--- src/hdl/asfp_pkg.sv ---
// types, constants and tables of the ascii status frame parser
package asfp_pkg;

  localparam int unsigned HDR_W   = 32;
  localparam int unsigned VALUE_W = 28;

  localparam logic [5:0] HEADER_LAST = 6'd3;
  localparam logic [5:0] STATUS_BASE = 6'd56;
  localparam logic [5:0] FRAME_LAST  = 6'd63;
  localparam logic [3:0] FIELD_LAST  = 4'd11;

  localparam logic [7:0] CHAR_LF   = 8'h0A;
  localparam logic [7:0] CHAR_CR   = 8'h0D;
  localparam logic [7:0] CHAR_ZERO = 8'h30;
  localparam logic [7:0] CHAR_ONE  = 8'h31;

  localparam logic [HDR_W-1:0] HEADER_RESET = 32'h4144_3030;

  localparam logic [1:0] ITEM_MEAS     = 2'd0;
  localparam logic [1:0] ITEM_STATUS   = 2'd1;
  localparam logic [1:0] ITEM_MISMATCH = 2'd2;

  typedef struct packed {
    logic               valid;
    logic [7:0]         rx_byte;
  } asfp_word_t;

  typedef struct packed {
    logic [1:0]               item_kind;
    logic [3:0]               field_index;
    logic signed [VALUE_W-1:0] field_value;
    logic [1:0]               decimal_places;
    logic [6:0]               error_code;
    logic                     solar_charge;
    logic                     inverter_on;
    logic [1:0]               battery_state;
    logic                     overload;
    logic                     charging;
  } asfp_result_t;

  // last frame position of each measurement field
  function automatic logic [5:0] field_last_byte(input logic [3:0] idx);
    logic [5:0] r;
    unique case (idx)
      4'd0:    r = 6'd7;
      4'd1:    r = 6'd11;
      4'd2:    r = 6'd15;
      4'd3:    r = 6'd19;
      4'd4:    r = 6'd23;
      4'd5:    r = 6'd27;
      4'd6:    r = 6'd31;
      4'd7:    r = 6'd35;
      4'd8:    r = 6'd39;
      4'd9:    r = 6'd43;
      4'd10:   r = 6'd47;
      default: r = 6'd55;
    endcase
    return r;
  endfunction

  function automatic logic [1:0] field_decimals(input logic [3:0] idx);
    logic [1:0] r;
    unique case (idx)
      4'd2, 4'd4, 4'd6, 4'd11: r = 2'd2;
      default:                 r = 2'd1;
    endcase
    return r;
  endfunction

endpackage

--- src/hdl/asfp_byte_if.sv ---
// input channel carrying one received byte per word
interface asfp_byte_if;
  logic       valid;
  logic       ready;
  logic [7:0] rx_byte;

  modport source (output valid, output rx_byte, input ready);
  modport sink (input valid, input rx_byte, output ready);
endinterface

--- src/hdl/asfp_result_if.sv ---
// result channel carrying one parsed item per word
interface asfp_result_if;
  import asfp_pkg::*;

  logic                      valid;
  logic                      ready;
  logic [1:0]                item_kind;
  logic [3:0]                field_index;
  logic signed [VALUE_W-1:0] field_value;
  logic [1:0]                decimal_places;
  logic [6:0]                error_code;
  logic                      solar_charge;
  logic                      inverter_on;
  logic [1:0]                battery_state;
  logic                      overload;
  logic                      charging;

  modport source (
    output valid, input ready,
    output item_kind, field_index, field_value, decimal_places, error_code,
    output solar_charge, inverter_on, battery_state, overload, charging
  );
  modport sink (
    input valid, output ready,
    input item_kind, field_index, field_value, decimal_places, error_code,
    input solar_charge, inverter_on, battery_state, overload, charging
  );
endinterface

--- src/hdl/asfp_in_reg.sv ---
// input register holding one received byte until the parser takes it
module asfp_in_reg (
  input  logic               clk,
  input  logic               rst_n,
  input  logic               in_valid,
  input  logic [7:0]         in_byte,
  output logic               in_ready,
  input  logic               take,
  output asfp_pkg::asfp_word_t held
);
  import asfp_pkg::*;

  logic       valid_r, valid_nxt;
  logic [7:0] byte_r, byte_nxt;

  assign in_ready = !valid_r || take;

  always_comb begin
    valid_nxt = valid_r;
    byte_nxt  = byte_r;
    if (in_ready) begin
      valid_nxt = in_valid;
      byte_nxt  = in_byte;
    end
  end

  always_ff @(posedge clk) begin
    if (!rst_n) begin
      valid_r <= 1'b0;
    end else begin
      valid_r <= valid_nxt;
    end
  end

  always_ff @(posedge clk) begin
    byte_r <= byte_nxt;
  end

  assign held.valid   = valid_r;
  assign held.rx_byte = byte_r;
endmodule

--- src/hdl/asfp_parser.sv ---
// frame sync, header check, field parsing and status summary, one byte per step
module asfp_parser (
  input  logic                       clk,
  input  logic                       rst_n,
  input  logic                       step,
  input  logic [7:0]                 rx_byte,
  input  logic [asfp_pkg::HDR_W-1:0] header_word,
  output logic                       res_valid,
  output asfp_pkg::asfp_result_t     res
);
  import asfp_pkg::*;

  localparam logic [1:0] SYNC_HUNT_LF  = 2'd0;
  localparam logic [1:0] SYNC_WANT_CR  = 2'd1;
  localparam logic [1:0] SYNC_IN_FRAME = 2'd2;

  localparam logic [1:0] PARSE_SKIP   = 2'd0;
  localparam logic [1:0] PARSE_DIGITS = 2'd1;
  localparam logic [1:0] PARSE_DONE   = 2'd2;

  typedef struct packed {
    logic [1:0]         phase;
    logic               neg;
    logic [VALUE_W-1:0] acc;
  } parse_st_t;

  typedef struct packed {
    logic       neg;
    logic [6:0] mag;
  } two_t;

  function automatic logic is_white(input logic [7:0] c);
    return (c == 8'h20) || (c >= 8'h09 && c <= 8'h0D);
  endfunction

  function automatic logic is_digit(input logic [7:0] c);
    return (c >= 8'h30) && (c <= 8'h39);
  endfunction

  // one atoi step
  function automatic parse_st_t parse_char(input logic [7:0] c, input parse_st_t s);
    parse_st_t  r;
    logic [VALUE_W-1:0] x10;
    r   = s;
    x10 = (s.acc << 3) + (s.acc << 1);
    unique case (s.phase)
      PARSE_SKIP: begin
        if (is_white(c)) begin
          r = s;
        end else if (c == "+") begin
          r.phase = PARSE_DIGITS;
        end else if (c == "-") begin
          r.neg   = 1'b1;
          r.phase = PARSE_DIGITS;
        end else if (is_digit(c)) begin
          r.acc   = {{(VALUE_W-4){1'b0}}, c[3:0]};
          r.phase = PARSE_DIGITS;
        end else begin
          r.phase = PARSE_DONE;
        end
      end
      PARSE_DIGITS: begin
        if (is_digit(c)) begin
          r.acc = x10 + {{(VALUE_W-4){1'b0}}, c[3:0]};
        end else begin
          r.phase = PARSE_DONE;
        end
      end
      default: r = s;
    endcase
    return r;
  endfunction

  // two-character atoi, magnitude and sign
  function automatic two_t parse_two(input logic [7:0] a, input logic [7:0] b);
    two_t       r;
    logic [6:0] da;
    logic [6:0] db;
    da    = {3'b000, a[3:0]};
    db    = {3'b000, b[3:0]};
    r.neg = 1'b0;
    r.mag = '0;
    if (is_white(a)) begin
      if (b == "-") begin
        r.neg = 1'b1;
      end else if (is_digit(b)) begin
        r.mag = db;
      end
    end else if (a == "+" || a == "-") begin
      r.neg = (a == "-");
      if (is_digit(b)) begin
        r.mag = db;
      end
    end else if (is_digit(a)) begin
      r.mag = is_digit(b) ? (da << 3) + (da << 1) + db : da;
    end
    return r;
  endfunction

  logic [1:0]         sync_r, sync_nxt;
  logic [5:0]         pos_r, pos_nxt;
  logic [3:0]         fnum_r, fnum_nxt;
  logic               hbad_r, hbad_nxt;
  parse_st_t          pst_r, pst_nxt;
  logic [7:0]         stat_r [8];
  logic [7:0]         stat_nxt [8];

  parse_st_t          pst_step;
  logic [3:0]         fidx;
  logic [7:0]         want;
  logic               hdr_miss;
  two_t               err_p;
  two_t               load_p;
  logic [VALUE_W-1:0] value;

  assign fidx     = (fnum_r > FIELD_LAST) ? FIELD_LAST : fnum_r;
  assign pst_step = parse_char(rx_byte, pst_r);
  assign value    = pst_step.neg ? ('0 - pst_step.acc) : pst_step.acc;
  assign err_p    = parse_two(stat_r[0], stat_r[1]);
  assign load_p   = parse_two(stat_r[5], stat_r[6]);
  assign hdr_miss = (rx_byte != want);

  always_comb begin
    unique case (pos_r[1:0])
      2'd0:    want = header_word[31:24];
      2'd1:    want = header_word[23:16];
      2'd2:    want = header_word[15:8];
      default: want = header_word[7:0];
    endcase
  end

  always_comb begin
    sync_nxt  = sync_r;
    pos_nxt   = pos_r;
    fnum_nxt  = fnum_r;
    hbad_nxt  = hbad_r;
    pst_nxt   = pst_r;
    stat_nxt  = stat_r;
    res_valid = 1'b0;
    res       = '0;
    if (step) begin
      unique case (sync_r)
        SYNC_WANT_CR: begin
          sync_nxt = (rx_byte == CHAR_CR) ? SYNC_IN_FRAME : SYNC_HUNT_LF;
          pos_nxt  = '0;
          fnum_nxt = '0;
          hbad_nxt = 1'b0;
          pst_nxt  = '{phase: PARSE_SKIP, neg: 1'b0, acc: '0};
        end
        SYNC_IN_FRAME: begin
          if (pos_r <= HEADER_LAST) begin
            if (hdr_miss) begin
              hbad_nxt = 1'b1;
            end
            if (pos_r == HEADER_LAST && (hbad_r || hdr_miss)) begin
              res_valid     = 1'b1;
              res.item_kind = ITEM_MISMATCH;
            end
          end else if (!hbad_r && pos_r < STATUS_BASE) begin
            pst_nxt = pst_step;
            if (pos_r == field_last_byte(fidx)) begin
              res_valid          = 1'b1;
              res.item_kind      = ITEM_MEAS;
              res.field_index    = fidx;
              res.field_value    = $signed(value);
              res.decimal_places = field_decimals(fidx);
              fnum_nxt           = fnum_r + 4'd1;
              pst_nxt            = '{phase: PARSE_SKIP, neg: 1'b0, acc: '0};
            end
          end else if (!hbad_r) begin
            stat_nxt[pos_r[2:0]] = rx_byte;
            if (pos_r == FRAME_LAST) begin
              res_valid         = 1'b1;
              res.item_kind     = ITEM_STATUS;
              res.error_code    = err_p.mag;
              res.solar_charge  = (stat_r[2] != CHAR_ZERO);
              res.inverter_on   = (stat_r[3] != CHAR_ZERO);
              res.battery_state = (stat_r[4] == CHAR_ZERO) ? 2'd0 :
                                  ((stat_r[4] == CHAR_ONE) ? 2'd1 : 2'd2);
              res.overload      = !load_p.neg && (load_p.mag == 7'd2);
              res.charging      = (rx_byte != CHAR_ZERO);
            end
          end
          if (pos_r == FRAME_LAST) begin
            sync_nxt = SYNC_HUNT_LF;
            pos_nxt  = '0;
          end else begin
            pos_nxt = pos_r + 6'd1;
          end
        end
        default: begin
          sync_nxt = (rx_byte == CHAR_LF) ? SYNC_WANT_CR : SYNC_HUNT_LF;
        end
      endcase
    end
  end

  always_ff @(posedge clk) begin
    if (!rst_n) begin
      sync_r <= SYNC_HUNT_LF;
      pos_r  <= '0;
      fnum_r <= '0;
      hbad_r <= 1'b0;
      pst_r  <= '{phase: PARSE_SKIP, neg: 1'b0, acc: '0};
      for (int i = 0; i < 8; i++) begin
        stat_r[i] <= '0;
      end
    end else begin
      sync_r <= sync_nxt;
      pos_r  <= pos_nxt;
      fnum_r <= fnum_nxt;
      hbad_r <= hbad_nxt;
      pst_r  <= pst_nxt;
      stat_r <= stat_nxt;
    end
  end
endmodule

--- src/hdl/asfp_out_reg.sv ---
// result register, holds a word until the receiver takes it
module asfp_out_reg (
  input  logic                   clk,
  input  logic                   rst_n,
  input  logic                   load,
  input  logic                   res_valid,
  input  asfp_pkg::asfp_result_t res,
  input  logic                   out_ready,
  output logic                   out_valid,
  output asfp_pkg::asfp_result_t out_res,
  output logic                   free
);
  import asfp_pkg::*;

  logic         valid_r, valid_nxt;
  asfp_result_t res_r, res_nxt;

  assign free = !valid_r || out_ready;

  always_comb begin
    valid_nxt = valid_r;
    res_nxt   = res_r;
    if (load) begin
      valid_nxt = res_valid;
      res_nxt   = res;
    end else if (out_ready) begin
      valid_nxt = 1'b0;
    end
  end

  always_ff @(posedge clk) begin
    if (!rst_n) begin
      valid_r <= 1'b0;
    end else begin
      valid_r <= valid_nxt;
    end
  end

  always_ff @(posedge clk) begin
    res_r <= res_nxt;
  end

  assign out_valid = valid_r;
  assign out_res   = res_r;
endmodule

--- src/hdl/ascii_status_frame_parser_core.sv ---
// top level of the ascii status frame parser
//
// in_rx carries received serial bytes, one per word. The block hunts for a
// line feed directly followed by a carriage return, then frames 64 bytes:
// a 4-byte header checked against the header register, twelve decimal
// measurement fields and eight status characters.
// out_res carries results: a measurement on the last byte of each field,
// a status summary on byte 63, or a header mismatch on byte 3.
// cfg_wr_en/cfg_wr_data write the header register; write only while idle.
// Throughput is one byte per cycle while out_res does not stall. A byte
// waits in the input register until the parser takes it, and its result is
// registered as it is taken, so a result is shown in the cycle after that.
// When out_res stalls the parser holds; the input register takes a byte
// only while it is empty, then ready drops until the result word is taken.
// Synchronous reset returns to line feed hunting, empties both registers
// and sets the header register to "AD00".
module ascii_status_frame_parser_core (
  input  logic                       clk,
  input  logic                       rst_n,
  input  logic                       cfg_wr_en,
  input  logic [asfp_pkg::HDR_W-1:0] cfg_wr_data,
  asfp_byte_if.sink                  in_rx,
  asfp_result_if.source              out_res
);
  import asfp_pkg::*;

  logic [HDR_W-1:0] header_word_r;
  asfp_word_t       held;
  logic             step;
  logic             free;
  logic             res_valid;
  asfp_result_t     res;
  asfp_result_t     res_q;

  always_ff @(posedge clk) begin
    if (!rst_n) begin
      header_word_r <= HEADER_RESET;
    end else if (cfg_wr_en) begin
      header_word_r <= cfg_wr_data;
    end
  end

  assign step = held.valid && free;

  asfp_in_reg u_in_reg (
    .clk      (clk),
    .rst_n    (rst_n),
    .in_valid (in_rx.valid),
    .in_byte  (in_rx.rx_byte),
    .in_ready (in_rx.ready),
    .take     (step),
    .held     (held)
  );

  asfp_parser u_parser (
    .clk         (clk),
    .rst_n       (rst_n),
    .step        (step),
    .rx_byte     (held.rx_byte),
    .header_word (header_word_r),
    .res_valid   (res_valid),
    .res         (res)
  );

  asfp_out_reg u_out_reg (
    .clk       (clk),
    .rst_n     (rst_n),
    .load      (step),
    .res_valid (res_valid),
    .res       (res),
    .out_ready (out_res.ready),
    .out_valid (out_res.valid),
    .out_res   (res_q),
    .free      (free)
  );

  assign out_res.item_kind      = res_q.item_kind;
  assign out_res.field_index    = res_q.field_index;
  assign out_res.field_value    = res_q.field_value;
  assign out_res.decimal_places = res_q.decimal_places;
  assign out_res.error_code     = res_q.error_code;
  assign out_res.solar_charge   = res_q.solar_charge;
  assign out_res.inverter_on    = res_q.inverter_on;
  assign out_res.battery_state  = res_q.battery_state;
  assign out_res.overload       = res_q.overload;
  assign out_res.charging       = res_q.charging;
endmodule

--- src/flat_wrapper.sv ---
// flat-port wrapper written by rule: the top's interface ports become plain ports
module ascii_status_frame_parser_core_flat import asfp_pkg::*;
  (clk, rst_n, cfg_wr_en, cfg_wr_data, in_rx_valid, in_rx_rx_byte, in_rx_ready, out_res_valid, out_res_ready, out_res_item_kind, out_res_field_index, out_res_field_value, out_res_decimal_places, out_res_error_code, out_res_solar_charge, out_res_inverter_on, out_res_battery_state, out_res_overload, out_res_charging);
  asfp_byte_if in_rx_i ();
  asfp_result_if out_res_i ();
  input  logic clk;
  input  logic rst_n;
  input  logic cfg_wr_en;
  input  logic [asfp_pkg::HDR_W-1:0] cfg_wr_data;
  input wire logic [$bits(in_rx_i.valid)-1:0] in_rx_valid;
  input wire logic [$bits(in_rx_i.rx_byte)-1:0] in_rx_rx_byte;
  output wire logic [$bits(in_rx_i.ready)-1:0] in_rx_ready;
  output wire logic [$bits(out_res_i.valid)-1:0] out_res_valid;
  input wire logic [$bits(out_res_i.ready)-1:0] out_res_ready;
  output wire logic [$bits(out_res_i.item_kind)-1:0] out_res_item_kind;
  output wire logic [$bits(out_res_i.field_index)-1:0] out_res_field_index;
  output wire logic [$bits(out_res_i.field_value)-1:0] out_res_field_value;
  output wire logic [$bits(out_res_i.decimal_places)-1:0] out_res_decimal_places;
  output wire logic [$bits(out_res_i.error_code)-1:0] out_res_error_code;
  output wire logic [$bits(out_res_i.solar_charge)-1:0] out_res_solar_charge;
  output wire logic [$bits(out_res_i.inverter_on)-1:0] out_res_inverter_on;
  output wire logic [$bits(out_res_i.battery_state)-1:0] out_res_battery_state;
  output wire logic [$bits(out_res_i.overload)-1:0] out_res_overload;
  output wire logic [$bits(out_res_i.charging)-1:0] out_res_charging;
  assign in_rx_i.valid = in_rx_valid;
  assign in_rx_i.rx_byte = in_rx_rx_byte;
  assign in_rx_ready = in_rx_i.ready;
  assign out_res_valid = out_res_i.valid;
  assign out_res_i.ready = out_res_ready;
  assign out_res_item_kind = out_res_i.item_kind;
  assign out_res_field_index = out_res_i.field_index;
  assign out_res_field_value = out_res_i.field_value;
  assign out_res_decimal_places = out_res_i.decimal_places;
  assign out_res_error_code = out_res_i.error_code;
  assign out_res_solar_charge = out_res_i.solar_charge;
  assign out_res_inverter_on = out_res_i.inverter_on;
  assign out_res_battery_state = out_res_i.battery_state;
  assign out_res_overload = out_res_i.overload;
  assign out_res_charging = out_res_i.charging;
  ascii_status_frame_parser_core u_core (.clk(clk), .rst_n(rst_n), .cfg_wr_en(cfg_wr_en), .cfg_wr_data(cfg_wr_data), .in_rx(in_rx_i), .out_res(out_res_i));
endmodule
--- config.mk ---
export PLATFORM = sky130hd
export DESIGN_NAME = ascii_status_frame_parser_core_flat
export DESIGN_NICKNAME = d
export VERILOG_FILES = /design/src/hdl/asfp_pkg.sv /design/src/hdl/asfp_byte_if.sv /design/src/hdl/asfp_result_if.sv /design/src/hdl/asfp_in_reg.sv /design/src/hdl/asfp_parser.sv /design/src/hdl/asfp_out_reg.sv /design/src/hdl/ascii_status_frame_parser_core.sv /design/src/flat_wrapper.sv
export SDC_FILE = /design/constraint.sdc
export NUM_CORES = 1
export LEC_CHECK = 0
export BUFFER_PORTS_ARGS = -buffer_cell sky130_fd_sc_hd__buf_2
export CAP_MARGIN = 25
export CELL_PAD_IN_SITES_DETAIL_PLACEMENT = 0
export CELL_PAD_IN_SITES_GLOBAL_PLACEMENT = 1
export CORE_MARGIN = 4
export CORE_UTILIZATION = 47
export CTS_CLUSTER_SIZE = 25
export DETAILED_ROUTE_END_ITERATION = 16
export GPL_TIMING_DRIVEN = 0
export PLACE_DENSITY_LB_ADDON = 0.1
export SYNTH_ARGS = -nofsm -noshare
export SYNTH_HDL_FRONTEND = slang
export SYNTH_HIERARCHICAL = 1
export SYNTH_SLANG_ARGS = --single-unit
--- constraint.sdc ---
create_clock -name clk -period 5.7 [get_ports clk]
set_clock_uncertainty 0.1 [all_clocks]
set_input_delay 0.285 -clock clk [delete_from_list [all_inputs] [get_ports clk]]
set_output_delay 0.285 -clock clk [all_outputs]
set_load 0.005 [all_outputs]
# ---- Yosys cells after proc, flatten, opt, wreduce, memory -nomap -nowiden
# Memories as Yosys holds them, arrays and structs flattened.
# Index checks and enable logic that the tools add are counted.
dict set report op_classes {
  n_addsub 9
  magnitude_cmp 21
  n_eq_ne 41
  mux 70
  n_bitwise 7
  n_reduce_logical 40
}
# op count
set ops {}
lappend ops {{two-way mux 31 bit} 4}
lappend ops {{two-way mux 28 bit} 4}
lappend ops {{== test 8 x 6 -> 1 bit (second input constant)} 13}
lappend ops {{bitwise mux 64 bit} 1}
lappend ops {{one-hot mux 31 bit (2 select lines)} 1}
lappend ops {{one-hot mux 28 bit (2 select lines)} 1}
lappend ops {{two-way mux 7 bit} 7}
lappend ops {{greater-or-equal comparator 8 x 6 -> 1 bit (second input constant)} 5}
lappend ops {{less-or-equal comparator 8 x 6 -> 1 bit (second input constant)} 5}
lappend ops {{two-way mux 4 bit} 8}
lappend ops {{two-way mux 6 bit} 5}
lappend ops {{two-way mux 29 bit} 1}
lappend ops {{adder 28 bit} 1}
lappend ops {{adder 28 x 4 -> 28 bit} 1}
lappend ops {{subtractor 1 x 28 -> 28 bit (first input constant)} 1}
lappend ops {{demux 8 bit (select 3 bit)} 1}
lappend ops {{greater-or-equal comparator 8 x 4 -> 1 bit (second input constant)} 3}
lappend ops {{less-or-equal comparator 8 x 4 -> 1 bit (second input constant)} 3}
lappend ops {{two-way mux 2 bit} 12}
lappend ops {{!= test 8 x 6 -> 1 bit (second input constant)} 3}
lappend ops {{one-hot mux 8 bit (3 select lines)} 1}
lappend ops {{two-way mux 1 bit} 17}
lappend ops {{== test 8 x 4 -> 1 bit (second input constant)} 2}
lappend ops {{two-way mux 8 bit} 2}
lappend ops {{other kinds (40)} 86}
dict set report word_totals {
  regBits 199
  romBits 64
  input_bits 45
  out_inout_bits 51
  elab_cells 218
  n_memories 1
}
# name depth width read_ports rd_ports_with_merged_regs wr line_no
set mem_list {}
lappend mem_list {{(name not given)} 16 4 1 0 0 asfp_pkg.sv:44} ;# unique case (idx)

# ---- Depth between registers and ports, before layout
# An unclocked memory read counts as a cell.
dict set report logic_depth {
  ltp_word 13
  depth_mapped 15
  mapped_depth_nobuf 14
}

# ---- Cells and area by module
# The synthesis kept the hierarchy.
# mod n_inst cells_per_inst area_per_inst_um2 seq_area_each_um2
set by_module_without_submodules {}
lappend by_module_without_submodules {asfp_parser 1 1045 8505.7 2001.9}
lappend by_module_without_submodules {asfp_out_reg 1 54 1514.0 1491.4}
lappend by_module_without_submodules {ascii_status_frame_parser_core 1 104 1229.9 640.6}
lappend by_module_without_submodules {asfp_in_reg 1 13 296.5 260.2}

# ---- Worst setup path after synthesis
# OpenSTA, ideal clock, no wires.
dict set report synth_timing {
  path_kind {register to register}
  startpoint {register u_core.u_in_reg.byte_r[3]}
  endpoint {register u_core.u_out_reg.res_r, in the netlist u_core/u_out_reg/out_res[42] (data pin)}
  setup_ps 262
  arrival_time_ps 4160
  required_ps 5338
  path_slack_ps 1178
  stages_incl_launch_ff 16
  n_path_buf 1
  period_less_slack_ps 4522
  path_cell_list {edfxtp_1 -> clkbuf_1 -> inv_1 -> fa_1 -> inv_1 -> fa_1 -> a21o_1 -> a221oi_1 -> nor4_1 -> or2_1 -> a211o_1 -> or4b_4 -> nor4_4 -> nand4_1 -> a21oi_1 -> nor3b_2}
}
dict set report synth_via {
  elab_chain_cells 9
  elab_cells_between_ends 21
  cone_classes {add/sub (2); order compare (4); eq/ne (3); mux (9); reduce/logical (3)}
}
# item line_no
set synth_rtl {}
lappend synth_rtl {{start: declaration} asfp_in_reg.sv:14} ;# logic [7:0] byte_r, byte_nxt;
lappend synth_rtl {{start signal: assignment} asfp_in_reg.sv:36} ;# byte_r <= byte_nxt;
lappend synth_rtl {{greater-or-equal comparator 8 x 6 -> 1 bit / less-or-equal comparator 8 x 6 -> 1 bit (equally long branches)} asfp_parser.sv:37} ;# return (c >= 8'h30) && (c <= 8'h39);
lappend synth_rtl {{logical AND 1 bit} asfp_parser.sv:37}
lappend synth_rtl {{two-way mux 28 bit} asfp_parser.sv:55} ;# end else if (is_digit(c)) begin
lappend synth_rtl {{two-way mux 28 bit} asfp_parser.sv:52} ;# end else if (c == "-") begin
lappend synth_rtl {{two-way mux 29 bit} asfp_parser.sv:50} ;# end else if (c == "+") begin
lappend synth_rtl {{two-way mux 31 bit} asfp_parser.sv:48} ;# if (is_white(c)) begin
lappend synth_rtl {{one-hot mux 28 bit (2 select lines)} asfp_parser.sv:46} ;# unique case (s.phase)
lappend synth_rtl {{subtractor 1 x 28 -> 28 bit} asfp_parser.sv:118} ;# assign value = pst_step.neg ? ('0 - pst_step.acc) : pst_step.acc;
lappend synth_rtl {{two-way mux 28 bit (*)} asfp_parser.sv:118}
lappend synth_rtl {{end signal: assignment} asfp_out_reg.sv:40} ;# res_r <= res_nxt;
lappend synth_rtl {{end: declaration} asfp_out_reg.sv:16} ;# asfp_result_t res_r, res_nxt;
# Mark *: on every way between the ends. The rest lies on a longest branch, timed or not. The select of a mux whose other input is x is not followed.
# A chain may end at the register's enable or synchronous reset.

# ---- Final worst setup path
dict set report layout_timing {
  startpoint {register u_core.u_in_reg.byte_r[3]}
  endpoint {register u_core.u_out_reg.res_r, in the netlist u_core/u_out_reg/out_res[39] (data pin)}
}
# Same word-level chain as after synthesis.

==> metrics.md <==
| Metric | Value |
|---|---|
| Hold path cells | 3 |
| Primary FF master, synth | dfxtp_1 |
| Commonest non-fill, non-tap cell in the layout | dfxtp_1 |
| CP startpoint kind | flop |
| P_leak | 0.00536 uW |
| Max-cap violation count | 0 |
| EDFF count, synth | 57 |
| Register bit total from synthesis | 191 |
| Netlist cell types | 82 |
| Finish-stage setup viols | 0 |
| FF+latch area | 0.00439 mm^2 |
| Clock Latency Late Sink | 0.43 ns |
| Clk slew on worst S/H paths | 0.08 ns |
| Top-Level Pins | 96 |
| Area of the multi-input gates | 0.00671 mm^2 |
| Via/cell ratio | 5.56 |
| Nature of the critical path endpoint | flop |
| Placement row count | 57 |
| Initial core utilization | 0.476 |
| Die X | 165 um |
| Total number of yosys warnings | 6 |
| Pin count of the biggest net entering global routing | 38 |
| Initial antenna violation count | 0 |
| Worst Path Max Fanout | 9 |
| DRC marker count from the first detailed-route iteration | 850 |
| Max Slew Vio Count | 0 |
| Total Wirelength | 31,000 um |
| Post-synth ARST share | 0 |
| WP data required | 5.76 ns |
| Final-report hold violation count | 0 |
| Pre-CTS setup slack | -0.0384 ns |
| Synthesized area per cell | 9.50 um^2 |
| Routed Antenna Nets | 0 |
| Layout cells sized above 1 | 0.129 |
| R2r startpoint | u_core/u_in_reg/byte_r[3] |
| Worst endpoint data arrival time | 5.25 ns |
| Die area | 0.0271 mm^2 |
| # diodes | 0 |
| Port Buffers | 94 |
| WHS | 0.0179 ns |
| Worst Min Path Start | cfg_wr_data[2] |
| HP Class | input port to flop |
| Post-synth net total | 1,343 |
| Dpl hpwl | 23,000 um |
| Fin crit share | 0.911 |
| Max VDD drop | 0.168 mV |
| Reg2reg path depth | 14 |
| Clk buf depth | 2 |
| GR Overflow Total | 0 |
| Max transition margin | 0.345 |
| RR Endpoint | u_core/u_out_reg/out_res[39] |
| Hold Crit Endpoint | u_core/header_word_r[2] |
| Setup TNS | 0 ns |
| Fin nets | 1,493 |
| Total track usage | 0.231 |
| Root Driver | clkbuf_16 |
| Avg WL per Cell | 18.2 um |
| Num CTS Buffers | 17 |
| Least-Margin Pin Slew | 0.979 ns |
| CTS HTree Levels | 4 |
| DRC viols | 0 |
| Vias | 9,463 |
| Pwr Density | 213 mW/mm^2 |
| GPL Wtd Cong | 0.854 |
| RSZ-0062 raised after global routing | false |
| Core area | 0.0242 mm^2 |
| Post-Syn Instances | 1,216 |
| Drt first pass iters | 8 |
| Area grow syn2layout | 15.9% |
| R2r setup slk | 0.51 ns |
| Most frequent cells in the layout | 134 x dfxtp_1, 107 x nor2b_1, 102 x buf_2 |
| Sequential area share after synthesis | 0.381 |
| CTS tree | built |
| Fin crit period | 5.19 ns |
| Vias in the first global route | 9,086 |
| Status | completed |
| Crit Path Class | flop to flop |
| First-pass GRT wire length | 49,200 um |
| Mapped cell area | 0.0115 mm^2 |
| Fmax | 0.193 GHz |
| Worst setup margin | 0.507 ns |
| Num Clock Sinks | 191 |
| Die Ht | 165 um |
| # fillers | 2,260 |
## cell type report
class	instances	share of cell area
clock buffers	20	0.0350
repair buffers	132	0.0630
clock inverters	12	0.00916
flip-flops and latches	191	0.328
plain buffers	66	0.0248
multi-input cells	928	0.501
well taps	324	0.0303
inverters	30	0.00841
## cells by family after synthesis
| family | synth area share |
|---|---|
| XOR/XNOR | 0.0432 |
| multiplexers | 0.0890 |
| AND/OR/NAND/NOR | 0.208 |
| AO/OA/AOI/OAI | 0.147 |
| flip-flops | 0.381 |
| adder cells (fa/ha/maj) | 0.0928 |
| buffers and inverters | 0.0388 |
## critical path, stage by stage, from the launching register on
cell and delay [ns]:
edfxtp_1 0.55, inv_1 0.26, fa_1 0.58, inv_1 0.07
fa_1 0.47, a21o_1 0.23, a221oi_1 0.44, nor4_1 0.18
or2_1 0.30, a211o_1 0.33, or4b_4 0.59, nor4_4 0.35
a41oi_1 0.19, xor2_1 0.22, nor2_1 0.06
## report_power, final
part           leakage, uW  total (uW)  switching, uW  internal (uW)
clock             0.000293        1190            576            619
combinational      0.00345         206            108           97.8
sequential         0.00162        1450           18.2           1430
total              0.00536        2850            702           2150
## state kept, by name, indices dropped and copies added (netlist names)
register                    cells
u_core/u_parser/fnum_r          4
u_core/header_word_r           32
u_core/u_parser/pst_r          31
u_core/u_parser/pos_r           6
u_core/u_out_reg/out_valid      1
u_core/u_in_reg/valid_r         1
u_core/u_out_reg/out_res       49
u_core/u_parser/sync_r          2
u_core/u_in_reg/byte_r          8
u_core/u_parser/stat_r         56
u_core/u_parser/hbad_r          1
## layer usage
metal | up-vias | GRT usage | share of wire
met5 | - | 0 | 0
met4 | 0 | 0.0510 | 0.013
met3 | 28 | 0.0314 | 0.033
met2 | 196 | 0.409 | 0.50
met1 | 4527 | 0.302 | 0.46
li1 | 4712 | - | -
## stage by stage
step,power [uW],instance area (um^2),utilization,std cells
floorplan,1590,11500,-,1216
finish,2850,13400,0.552,1703
CTS,2870,13300,0.550,1698
global placement,1670,12400,0.512,1634
detailed placement,1670,12400,0.513,1636
global route,2970,13400,0.552,1703
## worst max path at each step
stage               cells past startpoint                      start  slack [ns]                           end
floorplan                              15  u_core/u_in_reg/byte_r[3]        1.18  u_core/u_out_reg/out_res[42]
global placement                       15  u_core/u_in_reg/byte_r[3]       -0.26  u_core/u_out_reg/out_res[41]
detailed placement                     15  u_core/u_in_reg/byte_r[3]       -0.04  u_core/u_out_reg/out_res[42]
CTS                                    14  u_core/u_in_reg/byte_r[3]        0.19  u_core/u_out_reg/out_res[42]
global route                           14  u_core/u_in_reg/byte_r[3]        0.24  u_core/u_out_reg/out_res[42]
finish                                 14  u_core/u_in_reg/byte_r[3]        0.51  u_core/u_out_reg/out_res[39]
## cell usage after synthesis (28+ instances only)
library cell  number  share of area
nor3_1            28          0.012
nand2_1           74          0.024
mux2i_1           97          0.084
a21oi_1           70          0.030
edfxtp_1          57           0.15
clkbuf_1          50          0.016
o21ai_0           41          0.018
inv_1             30         0.0098
xnor2_1           32          0.024
nor2_1           100          0.033
nor2b_1          107          0.058
dfxtp_1          134           0.23
ha_1              76          0.082
## repair_timing
action	CTS	global route
endpoints found under the hold margin	31	0
setup endpoints to repair	3	7
hold buffers	31	0
setup buffers	0	5
resized for setup	0	0
Note: power is estimated with default switching activity, not from simulation.
